## config.mk

```make
export PLATFORM = sky130hd
export DESIGN_NAME = mouse_button_event_classifier
export DESIGN_NICKNAME = d
export VERILOG_FILES = /design/src/design/mbec_pkg.sv /design/src/design/mouse_button_event_classifier.sv
export VERILOG_INCLUDE_DIRS = /design/src /design/src/design
export SDC_FILE = /design/constraint.sdc
export NUM_CORES = 1
export LEC_CHECK = 0
export ABC_CLOCK_PERIOD_IN_PS = 5600
export BUFFER_PORTS_ARGS = -buffer_cell sky130_fd_sc_hd__buf_2
export CORE_MARGIN = 1
export CORE_UTILIZATION = 25
export CTS_CLUSTER_SIZE = 14
export DETAILED_ROUTE_END_ITERATION = 8
export GPL_TIMING_DRIVEN = 0
export PLACE_DENSITY = 0.53
export SETUP_SLACK_MARGIN = 0.4
export SYNTH_ARGS = -nofsm -noshare
export SYNTH_HDL_FRONTEND = slang
export SYNTH_SLANG_ARGS = --single-unit
```

## constraint.sdc

```tcl
create_clock -name clk -period 5.6 [get_ports clk]
set_input_delay 0.56 -clock clk [delete_from_list [all_inputs] [get_ports clk]]
set_output_delay 0.56 -clock clk [all_outputs]
set_load 0.01 [all_outputs]
```

## src/design/mouse_button_event_classifier_defines.svh

```systemverilog
// ----------------------------------------------------------------------------
// Mouse button event classifier: assertion macros
// Clocked assertion wrappers; define ASSERT_OFF to drop them.
// ----------------------------------------------------------------------------
`ifndef MOUSE_BUTTON_EVENT_CLASSIFIER_DEFINES_SVH
`define MOUSE_BUTTON_EVENT_CLASSIFIER_DEFINES_SVH

`ifndef ASSERT_OFF
// checked only out of reset
`define ASSERT_CLK(label, prop) \
	label: assert property (@(posedge clk) disable iff (!arst_n) (prop)) \
		else $error("mbec assertion failed");
// checked at every edge, reset included
`define ASSERT_ALWAYS(label, prop) \
	label: assert property (@(posedge clk) (prop)) \
		else $error("mbec assertion failed");
`else
`define ASSERT_CLK(label, prop)
`define ASSERT_ALWAYS(label, prop)
`endif

`endif

```

## src/design/mbec_pkg.sv

```systemverilog
// ----------------------------------------------------------------------------
// Mouse button event classifier package
// Widths, register indexes and event codes shared by the classifier.
// ----------------------------------------------------------------------------
package mbec_pkg;

	localparam int COORD_BITS = 12;
	localparam int TIME_BITS  = 32;
	localparam int LIMIT_BITS = 16;
	localparam int MAX_EVENTS = 4;

	// configuration register indexes
	typedef enum logic [1:0] {
		REG_DX_LIMIT   = 2'd0,
		REG_DY_LIMIT   = 2'd1,
		REG_TIME_LIMIT = 2'd2
	} cfg_reg_t;

	// event kinds; button n adds EV_STEP * n
	localparam logic [3:0] EV_MOVE   = 4'd0;
	localparam logic [3:0] EV_DOWN   = 4'd1;
	localparam logic [3:0] EV_DOUBLE = 4'd2;
	localparam logic [3:0] EV_UP     = 4'd3;
	localparam logic [3:0] EV_STEP   = 4'd3;

	// press_button value for "no press recorded"
	localparam logic [1:0] NO_PRESS = 2'd0;

	typedef logic [COORD_BITS-1:0] coord_t;
	typedef logic [TIME_BITS-1:0]  stamp_t;

	function automatic logic [3:0] button_code(input logic [1:0] btn, input logic [3:0] kind);
		return kind + EV_STEP * {2'b00, btn};
	endfunction

	function automatic coord_t coord_dist(input coord_t a, input coord_t b);
		return (a >= b) ? (a - b) : (b - a);
	endfunction

endpackage

```

## src/design/mouse_button_event_classifier.sv

```systemverilog
// ----------------------------------------------------------------------------
// Mouse button event classifier
// Turns raw mouse reports into move, down, double-click and up events.
// ----------------------------------------------------------------------------
//
//   channel  | handshake            | words
//   ---------+----------------------+-----------------------------------------
//   in       | in_valid / in_ready  | one mouse report per word
//   out      | out_valid / out_ready| one event per word, last_of_run on final
//   cfg      | cfg_we               | register write, index + data, no wait
//
// A report is classified in one pass from the input register into a result
// buffer; the buffer then sends its events one per cycle while out_ready
// is high, at most 4 events per report, over the single output port.
// The first event passes the input register and then the result buffer.
// The input register takes a new report while the buffer still drains.
// Reset clears the history, the recorded press and loads the limits 4, 4, 500.
// ----------------------------------------------------------------------------
`include "mouse_button_event_classifier_defines.svh"

module mouse_button_event_classifier
	import mbec_pkg::*;
(
	input  logic                  clk,
	input  logic                  arst_n,
	// configuration
	input  logic                  cfg_we,
	input  logic [1:0]            cfg_index,
	input  logic [LIMIT_BITS-1:0] cfg_data,
	// reports
	input  logic                  in_valid,
	output logic                  in_ready,
	input  logic [COORD_BITS-1:0] column,
	input  logic [COORD_BITS-1:0] row,
	input  logic [2:0]            buttons,
	input  logic [TIME_BITS-1:0]  stamp,
	input  logic [7:0]            shift_keys,
	input  logic                  target_found,
	// events
	output logic                  out_valid,
	input  logic                  out_ready,
	output logic [3:0]            event_code,
	output logic [COORD_BITS-1:0] out_column,
	output logic [COORD_BITS-1:0] out_row,
	output logic [2:0]            out_buttons,
	output logic [7:0]            out_shift_keys,
	output logic                  last_of_run
);

	// configuration registers
	coord_t                dx_limit_q;
	coord_t                dy_limit_q;
	logic [LIMIT_BITS-1:0] time_limit_q;

	// history state
	logic [2:0] prev_buttons_q;
	coord_t     prev_column_q;
	coord_t     prev_row_q;
	logic [1:0] press_button_q;
	stamp_t     press_time_q;
	coord_t     press_x_q;
	coord_t     press_y_q;

	// input register
	logic       valid_s1;
	coord_t     column_s1;
	coord_t     row_s1;
	logic [2:0] buttons_s1;
	stamp_t     stamp_s1;
	logic [7:0] shift_s1;
	logic       target_s1;

	// result buffer
	logic       res_valid_q;
	logic [3:0] res_code_q [MAX_EVENTS];
	logic [2:0] res_cnt_q;
	logic [1:0] res_idx_q;
	coord_t     res_column_q;
	coord_t     res_row_q;
	logic [2:0] res_buttons_q;
	logic [7:0] res_shift_q;

	logic res_last;
	logic out_fire;
	logic buf_free;
	logic s1_adv;

	// classification
	logic [2:0] rise;
	logic [2:0] fall;
	logic       any_rise;
	logic [1:0] first_rise;
	logic [1:0] last_rise;
	logic       moved;
	stamp_t     elapsed;
	logic       dbl;
	logic       cand_v    [MAX_EVENTS];
	logic [3:0] cand_code [MAX_EVENTS];
	logic [3:0] ev_code   [MAX_EVENTS];
	logic [2:0] ev_cnt;

	// handshake
	assign res_last = ({1'b0, res_idx_q} == (res_cnt_q - 3'd1));
	assign out_fire = res_valid_q && out_ready;
	assign buf_free = !res_valid_q || (out_ready && res_last);
	assign s1_adv   = valid_s1 && buf_free;
	assign in_ready = !valid_s1 || buf_free;

	// write configuration
	always_ff @(posedge clk or negedge arst_n) begin
		if (!arst_n) begin
			dx_limit_q   <= COORD_BITS'(4);
			dy_limit_q   <= COORD_BITS'(4);
			time_limit_q <= LIMIT_BITS'(500);
		end else if (cfg_we) begin
			unique case (cfg_index)
				REG_DX_LIMIT:   dx_limit_q   <= cfg_data[COORD_BITS-1:0];
				REG_DY_LIMIT:   dy_limit_q   <= cfg_data[COORD_BITS-1:0];
				REG_TIME_LIMIT: time_limit_q <= cfg_data;
				default: ;
			endcase
		end
	end

	// capture report
	always_ff @(posedge clk or negedge arst_n) begin
		if (!arst_n) begin
			valid_s1 <= 1'b0;
		end else if (in_ready) begin
			valid_s1 <= in_valid;
		end
	end

	always_ff @(posedge clk) begin
		if (in_ready && in_valid) begin
			column_s1  <= column;
			row_s1     <= row;
			buttons_s1 <= buttons;
			stamp_s1   <= stamp;
			shift_s1   <= shift_keys;
			target_s1  <= target_found;
		end
	end

	// find edges and the pressed buttons
	always_comb begin
		rise       = buttons_s1 & ~prev_buttons_q;
		fall       = ~buttons_s1 & prev_buttons_q;
		any_rise   = |rise;
		first_rise = 2'd0;
		last_rise  = 2'd0;
		for (int n = 2; n >= 0; n--) begin
			if (rise[n]) first_rise = 2'(n);
		end
		for (int n = 0; n < 3; n++) begin
			if (rise[n]) last_rise = 2'(n);
		end
		moved   = (column_s1 != prev_column_q) || (row_s1 != prev_row_q);
		elapsed = stamp_s1 - press_time_q;
		// only the first press of a report can match the recorded one
		dbl = (press_button_q == (first_rise + 2'd1))
			&& (elapsed < stamp_t'(time_limit_q))
			&& (coord_dist(press_x_q, column_s1) < dx_limit_q)
			&& (coord_dist(press_y_q, row_s1) < dy_limit_q);
	end

	// build the ordered event list
	always_comb begin
		cand_v[0]    = target_s1 && moved;
		cand_code[0] = EV_MOVE;
		for (int n = 0; n < 3; n++) begin
			cand_v[n+1] = target_s1 && (rise[n] || fall[n]);
			if (rise[n]) begin
				cand_code[n+1] = button_code(2'(n),
					(dbl && first_rise == 2'(n)) ? EV_DOUBLE : EV_DOWN);
			end else begin
				cand_code[n+1] = button_code(2'(n), EV_UP);
			end
		end
		for (int i = 0; i < MAX_EVENTS; i++) begin
			ev_code[i] = EV_MOVE;
		end
		ev_cnt = 3'd0;
		for (int i = 0; i < MAX_EVENTS; i++) begin
			if (cand_v[i]) begin
				ev_code[ev_cnt[1:0]] = cand_code[i];
				ev_cnt = ev_cnt + 3'd1;
			end
		end
	end

	// advance history on every report, presses only with a target
	always_ff @(posedge clk or negedge arst_n) begin
		if (!arst_n) begin
			prev_buttons_q <= '0;
			prev_column_q  <= '0;
			prev_row_q     <= '0;
			press_button_q <= NO_PRESS;
			press_time_q   <= '0;
			press_x_q      <= '0;
			press_y_q      <= '0;
		end else if (s1_adv) begin
			prev_buttons_q <= buttons_s1;
			prev_column_q  <= column_s1;
			prev_row_q     <= row_s1;
			if (target_s1 && any_rise) begin
				press_button_q <= last_rise + 2'd1;
				press_time_q   <= stamp_s1;
				press_x_q      <= column_s1;
				press_y_q      <= row_s1;
			end
		end
	end

	// result buffer control
	always_ff @(posedge clk or negedge arst_n) begin
		if (!arst_n) begin
			res_valid_q <= 1'b0;
			res_cnt_q   <= 3'd0;
			res_idx_q   <= 2'd0;
		end else if (s1_adv) begin
			res_valid_q <= (ev_cnt != 3'd0);
			res_cnt_q   <= ev_cnt;
			res_idx_q   <= 2'd0;
		end else if (out_fire) begin
			if (res_last) begin
				res_valid_q <= 1'b0;
			end else begin
				res_idx_q <= res_idx_q + 2'd1;
			end
		end
	end

	// load event words
	always_ff @(posedge clk) begin
		if (s1_adv) begin
			for (int i = 0; i < MAX_EVENTS; i++) begin
				res_code_q[i] <= ev_code[i];
			end
			res_column_q  <= column_s1;
			res_row_q     <= row_s1;
			res_buttons_q <= buttons_s1;
			res_shift_q   <= shift_s1;
		end
	end

	assign out_valid      = res_valid_q;
	assign event_code     = res_code_q[res_idx_q];
	assign out_column     = res_column_q;
	assign out_row        = res_row_q;
	assign out_buttons    = res_buttons_q;
	assign out_shift_keys = res_shift_q;
	assign last_of_run    = res_last;

	// checks
	`ASSERT_ALWAYS(a_reset_empty, !arst_n |=> (!res_valid_q && !valid_s1))
	`ASSERT_CLK(a_idx_in_run, res_valid_q |-> (res_cnt_q != 3'd0 && {1'b0, res_idx_q} < res_cnt_q))
	`ASSERT_CLK(a_run_continues, (out_fire && !res_last) |=> res_valid_q)
	`ASSERT_CLK(a_no_target_keeps_press, (s1_adv && !target_s1) |=> $stable(press_button_q))
	`ASSERT_CLK(a_no_target_no_words, (s1_adv && !target_s1) |=> !res_valid_q)

endmodule

```

==> results of run 1 <==
## routing by layer
layer  part of all wire (%)  routed length [um]
met5                  0.090                  34
met4                    1.9                 711
met3                    4.6                1740
met2                     46               17400
met1                     47               17800
## state kept, by name, summed over array words and instances (netlist names), 2 cells and up
register and cells:
prev_row_q 12, row_s1 12, prev_buttons_q 3, out_buttons 3, res_code_q 16, dx_limit_q 12
stamp_s1 32, press_x_q 12, out_row 12, out_shift_keys 8, res_cnt_q 3, column_s1 12
prev_column_q 12, dy_limit_q 12, time_limit_q 16, res_idx_q 2, shift_s1 8, press_time_q 32
out_column 12, press_y_q 12, buttons_s1 3, press_button_q 2
## cell type report
cell class | instances | area (um^2) | share of cell area [%]
clock buffer | 35 | 811 | 4.52
multi-input combinational | 926 | 7270 | 40.6
timing repair buffer | 158 | 933 | 5.21
clock inverter | 23 | 245 | 1.37
sequential | 251 | 6890 | 38.4
inverter | 152 | 571 | 3.18
buffer | 40 | 253 | 1.41
tap | 765 | 957 | 5.34
## path summary, 6_finish.rpt
kind,slack [ns],to
min,0.15,column_s1[4]
min in group asynchronous,0.52,prev_buttons_q[1]
min reg2reg,0.42,out_shift_keys[2]
max in group asynchronous,4.24,dy_limit_q[2]
max,-0.33,res_code_q[1][0]
max reg2reg,-0.33,res_code_q[1][0]
## logic make-up after synthesis
| family | count (synthesis) | share of synthesized area [%] |
|---|---|---|
| compound gates | 332 | 15.0 |
| xor+xnor | 71 | 4.27 |
| fa+ha+maj | 134 | 11.6 |
| simple gates | 298 | 9.73 |
| flops | 251 | 46.8 |
| mux | 91 | 7.05 |
| buf+inv | 192 | 5.53 |
## cell usage in the layout, fill, tap and decap left out, types with 16 or more instances in the layout
cell type  synthesis  final
inv_1            151    150
buf_2              4    136
ha_1             129    128
dfrtp_1          124    124
nand2_1          120    120
edfxtp_1         119    119
o21ai_0          107    101
mux2_2            62     62
a21oi_1           60     57
nor2_1            55     53
xnor2_1           52     51
a21o_1            33     33
clkbuf_16          0     31
clkbuf_1          23     24
nand3_1           22     22
mux2i_1           25     22
nand4_1           20     20
xor2_1            18     18
buf_4              0     16
## power groups by stage
stage	Clock (W)	Sequential, W	Combinational [W]
after floorplan	0	0.00320	0.00470
after global placement	0	0.00325	0.00632
after detailed placement	0	0.00322	0.00650
after CTS	0.00214	0.00319	0.00672
after global routing	0.00221	0.00326	0.00762
final	0.00207	0.00317	0.00679
## critical path, cell delays in order, from the launching register on
cell and delay, ns:
dfrtp_1 0.38, inv_1 0.06, ha_2 0.17, inv_2 0.04
fa_2 0.37, a21o_1 0.19, a21o_1 0.16, a21o_1 0.19
a2111oi_4 0.31, nor3_2 0.08, a31oi_1 0.19, o21ai_1 0.11
a31oi_2 0.26, buf_6 0.19, mux2i_4 0.23, xnor2_1 0.14
ha_1 0.28, a211o_1 0.31, a31oi_2 0.18, o221ai_2 0.13
o2111a_2 0.19, nor4bb_4 0.31, o2111ai_2 0.17, and4bb_2 0.37
o2111a_2 0.28, mux2i_2 0.25, nand2_1 0.10
## metrics by stage
stage / util, % / power (W) / worst slack [ns] / instances
global placement: 28.3 / 0.00957 / -0.773 / 2266
detailed placement: 28.5 / 0.00971 / -0.786 / 2269
floorplan: - / 0.00790 / 0.280 / 1369
global route: 31.0 / 0.0131 / -0.671 / 2350
finish: 31.0 / 0.0120 / -0.334 / 2350
CTS: 30.8 / 0.0120 / -0.390 / 2344
## repair_timing
item	in CTS	in global routing
endpoints found under the setup margin	16	16
hold endpoints to repair	56	0
pin swaps	16	14
setup buffers	15	6
resized for setup	29	13
gates cloned	1	0
hold buffers	1	0
==> impl_metrics.json, run 1 <==
{
  "p_comb_share_pct": 56.4,
  "numCtsBuffers": 31,
  "clockPowerShare_pct": 17.2,
  "cts_htree_levels": 1,
  "dieArea_um2": 59900,
  "grt_start_max_net_pins": 76,
  "required_ns": 5.92,
  "synth_area_leaders": "edfxtp_1 (24%), dfrtp_1 (21%), ha_1 (11%)",
  "yosysTopAreaCell": "edfxtp_1",
  "dp_hpwl_um": 28700,
  "crit_fanout": 5,
  "status": "complete, but fails checks",
  "num_rows": 88,
  "drive_gt1_share_pct": 22.6,
  "synth_top_cells_by_count": "inv_1 (151), ha_1 (129), dfrtp_1 (124)",
  "grt_setup_unrepaired": "true",
  "port_buffers": 132,
  "setup.worst_path.start": "press_x_q[0]",
  "antenna_found_initial": 3,
  "use_met2_pct": 21.0,
  "pwr_density_cell_nw_per_um2": 670,
  "cts.path.max_buffers": 3,
  "end_kind": "flop",
  "avgSynthCellArea_um2": 10.8,
  "first_pass_iters": 7,
  "viasPerCell": 4.60,
  "switching_share_pct": 43.0,
  "max_slew.worst_pin.slew_ns": 0.908,
  "grtUsageMet1_pct": 17.3,
  "hold_start": "column[4]",
  "finalSetupViolations": 16,
  "slew_headroom_pct": 39.3,
  "grt.busiest_layer": "met2",
  "detail-route-antenna-nets": 0,
  "grt.met3_usage_pct": 2.30,
  "synthFlopType": "dfrtp_1",
  "power.internal_w": 0.00686,
  "yosysMostFrequentCell": "inv_1",
  "fin_hold_ws_ns": 0.152,
  "chipHeight_um": 245,
  "worst_slack_ns": -0.334,
  "grt.overflow.total": 0,
  "num_antenna_cells": 0,
  "hold_violations": 0,
  "hold_path_depth": 1,
  "slew_viol_final": 0,
  "ios": 133,
  "die_x_um": 245,
  "syn2layout_area_growth_pct": 21.7,
  "cts.sinks": 251,
  "wl_per_cell_um": 16.1,
  "post-route-min-period_ns": 5.93,
  "start_util_pct": 25.4,
  "power_switching_w": 0.00516,
  "grt_pass1_vias": 10983,
  "path_clk_slew_ns": 0.06,
  "drt-total-wl_um": 37700,
  "fin_crit_sh_pct": 106,
  "nFillCells": 6017,
  "yosys_warnings": 0,
  "reg2regPathDepth": 26,
  "synth_top_area_share_pct": 24.3,
  "timing.rr.start": "press_x_q[0]",
  "stdcell_area_um2": 17900,
  "grt_pass1_wl_um": 60500,
  "synth_edf_count": 119,
  "cts-root-buf": "clkbuf_16",
  "core-area_um2": 57900,
  "mappedNetlistArea_um2": 14700,
  "post-route-drc-count": 0,
  "arrival_ns": 6.25,
  "ys_ff_latch": 251,
  "place_congestion": 0.865,
  "cts_tree": "yes",
  "violations": "setup timing",
  "fin_worst_skew_ns": 0.0216,
  "clkLatencyLatePin_ns": 0.59,
  "min-delay-path-class": "in -> reg",
  "max_cap_viol_count": 0,
  "nets": 1785,
  "synth_cells": 1369,
  "synth_nets": 1594,
  "peakVddDrop_v": 0.000259,
  "yosysSeqAreaShare_pct": 46.8,
  "first_iter_violations": 578,
  "p_seq_share_pct": 26.4,
  "yosys.cell_types.count": 87,
  "max_freq_mhz": 169,
  "synth-async-reset-ratio_pct": 52.6,
  "track_usage_pct": 12.7,
  "leakagePower_nw": 7.69,
  "path_class": "reg -> reg",
  "placed_area_um2": 16500,
  "vias": 10799,
  "setup_tns_ns": -4.39,
  "startpoint_type": "flop"
}
(Power assumes the default switching activity.)
==> run 2, diff against run 1 <==
--- a/config.mk
+++ b/config.mk
@@ -10,6 +10,7 @@
 export BUFFER_PORTS_ARGS = -buffer_cell sky130_fd_sc_hd__buf_2
 export CORE_MARGIN = 1
 export CORE_UTILIZATION = 25
+export CTS_BUF_LIST = sky130_fd_sc_hd__clkbuf_8
 export CTS_CLUSTER_SIZE = 14
 export DETAILED_ROUTE_END_ITERATION = 8
 export GPL_TIMING_DRIVEN = 0
==> run 2 against run 1 <==
Compared with the run above:
- the flow still finishes with violations (setup timing)
- register-to-register slack worse by 0.10 ns
- hold slack worse by 0.054 ns
- clock power down 6%
- sequential share of layout area up 0.056 points
- core utilization about the same
- maximum frequency down 1.7%
- first-iteration DRC count up 15%
- flip-flop and latch count unchanged
- final area down 0.15%
- final cell count up 1.4%
- highest routed layer unchanged
==> impl_metrics.json, run 2 (synthesis results as in run 1) <==
{
  "p_seq_share_pct": 26.6,
  "clkLatencyLatePin_ns": 0.64,
  "chipHeight_um": 245,
  "power_switching_w": 0.00521,
  "fin_worst_skew_ns": 0.0405,
  "numCtsBuffers": 48,
  "cts.path.max_buffers": 3,
  "place_congestion": 0.865,
  "post-route-drc-count": 0,
  "grt_setup_unrepaired": "true",
  "startpoint_type": "flop",
  "final_common_cell": "inv_1",
  "dpl_worst_slack_ns": -0.786,
  "port_buffers": 132,
  "finalSetupViolations": 16,
  "required_ns": 5.95,
  "num_rows": 88,
  "slew_viol_final": 0,
  "leakagePower_nw": 7.77,
  "reg2regPathDepth": 26,
  "track_usage_pct": 13.0,
  "grt_pass1_vias": 11163,
  "clockPowerShare_pct": 16.2,
  "detail-route-antenna-nets": 0,
  "setup_tns_ns": -5.61,
  "cts-root-buf": "clkbuf_8",
  "vias": 10964,
  "slew_headroom_pct": 38.5,
  "num_antenna_cells": 0,
  "ios": 133,
  "switching_share_pct": 43.7,
  "nets": 1804,
  "fin_crit_sh_pct": 108,
  "hold_violations": 0,
  "power.internal_w": 0.00671,
  "wl_per_cell_um": 16.1,
  "antenna_found_initial": 4,
  "cts_htree_levels": 2,
  "nFillCells": 6036,
  "max_cap_viol_count": 0,
  "peakVddDrop_v": 0.000238,
  "p_comb_share_pct": 57.2,
  "cts.sinks": 251,
  "first_iter_violations": 665,
  "crit_fanout": 5,
  "end_kind": "flop",
  "grt.overflow.total": 0,
  "viasPerCell": 4.60,
  "core-area_um2": 57900,
  "first_pass_iters": 5,
  "die_x_um": 245,
  "drt-total-wl_um": 38500,
  "path_class": "reg -> reg",
  "largestRegisters": "press_time_q x32, stamp_s1 x32",
  "min-delay-path-class": "in -> reg",
  "dp.cells": 2269,
  "finalPower_w": 0.0119,
  "max_freq_mhz": 166,
  "dieArea_um2": 59900,
  "hold_path_depth": 1,
  "final_cell_mix": "inv_1 (165), buf_2 (136), ha_1 (128)",
  "grt_pass1_wl_um": 61300,
  "cts_tree": "yes",
  "worst_slack_ns": -0.436,
  "arrival_ns": 6.39,
  "violations": "setup timing",
  "dp_hpwl_um": 28700,
  "syn2layout_area_growth_pct": 21.6,
  "status": "complete, but fails checks",
  "drive_gt1_share_pct": 23.3,
  "max_slew.worst_pin.slew_ns": 0.920,
  "path_clk_slew_ns": 0.06,
  "start_util_pct": 25.4,
  "grt_start_max_net_pins": 76,
  "layout.cells.non_filler": 2383,
  "post-route-min-period_ns": 6.04,
  "pwr_density_cell_nw_per_um2": 666
}
run 2: cell count changes in the layout (fill, tap and decap cells not counted), moves of 2 or more:
cell / delta
clkbuf_8: +55
clkbuf_16: -31
inv_1: +15
clkinvlp_4: -4
buf_4: +2
clkbuf_1: -2
clkinv_2: -2
clkinv_4: -2
inv_6: +2
run 2: worst paths after layout:
check	start	end	slack [ns]
worst min register to register	shift_s1[5]	out_shift_keys[5]	0.42
max in group asynchronous	arst_n	time_limit_q[8]	4.28
worst min-delay path	row[7]	row_s1[7]	0.1
worst max register to register	press_x_q[0]	res_code_q[1][0]	-0.44
min in group asynchronous	arst_n	prev_buttons_q[1]	0.48
worst max-delay path	press_x_q[0]	res_code_q[1][0]	-0.44
run 2: metrics by stage:
stage	cell area, um^2	hold slack, ns	utilization (%)
3_5_place_dp	16500	0.415	28.5
6_report	17900	0.0982	30.9
3_3_place_gp	16400	0.402	28.3
2_1_floorplan	14800	0.264	-
5_1_grt	17900	0.0441	30.9
4_1_cts	17800	0.0147	30.7
run 2: routing by layer:
layer	vias to the layer above	GRT usage, %	share of wire (%)
met2	237	21.0	46
met3	68	2.89	5.2
met1	5307	17.2	47
li1	5346	-	-
met5	-	0	0.094
met4	6	3.95	2.2
run 2: power groups by stage:
stage | registers [W] | clock network [W] | logic (W)
2_1_floorplan | 0.00320 | 0 | 0.00470
3_3_place_gp | 0.00325 | 0 | 0.00632
6_report | 0.00317 | 0.00194 | 0.00682
3_5_place_dp | 0.00322 | 0 | 0.00650
4_1_cts | 0.00319 | 0.00204 | 0.00672
5_1_grt | 0.00326 | 0.00210 | 0.00764
run 2: repair_timing:
| action | 4_1_cts | 5_1_grt |
|---|---|---|
| pin swaps | 16 | 14 |
| endpoints found under the setup margin | 16 | 16 |
| setup buffers | 15 | 8 |
| cloned | 1 | 0 |
| endpoints found under the hold margin | 56 | 0 |
| resized for setup | 29 | 13 |
| hold buffers | 1 | 0 |
run 2: area by class of cell:
| type | instances | area (um^2) | share of cell area [%] |
|---|---|---|---|
| Inverter | 152 | 571 | 3.19 |
| Multi-Input combinational cell | 926 | 7270 | 40.6 |
| Clock inverter | 32 | 230 | 1.29 |
| Buffer | 40 | 253 | 1.41 |
| Clock buffer | 57 | 785 | 4.38 |
| Timing Repair Buffer | 160 | 948 | 5.30 |
| Sequential cell | 251 | 6890 | 38.5 |
| Tap cell | 765 | 957 | 5.35 |
run 2: worst max-delay path: stages, from the launching register on:
cell and delay, ns:
dfrtp_1 0.38, inv_1 0.06, ha_2 0.17, inv_2 0.04, fa_2 0.39, a21o_1 0.19
a21o_1 0.16, a21o_1 0.19, a2111oi_4 0.31, nor3_2 0.08, a31oi_1 0.19, o21ai_1 0.11
a31oi_2 0.27, buf_6 0.20, mux2i_4 0.24, xnor2_1 0.15, ha_1 0.28, a211o_1 0.31
a31oi_2 0.18, o221ai_2 0.13, o2111a_2 0.19, nor4bb_4 0.31, o2111ai_2 0.18, and4bb_2 0.37
o2111a_2 0.28, mux2i_2 0.27, nand2_1 0.10
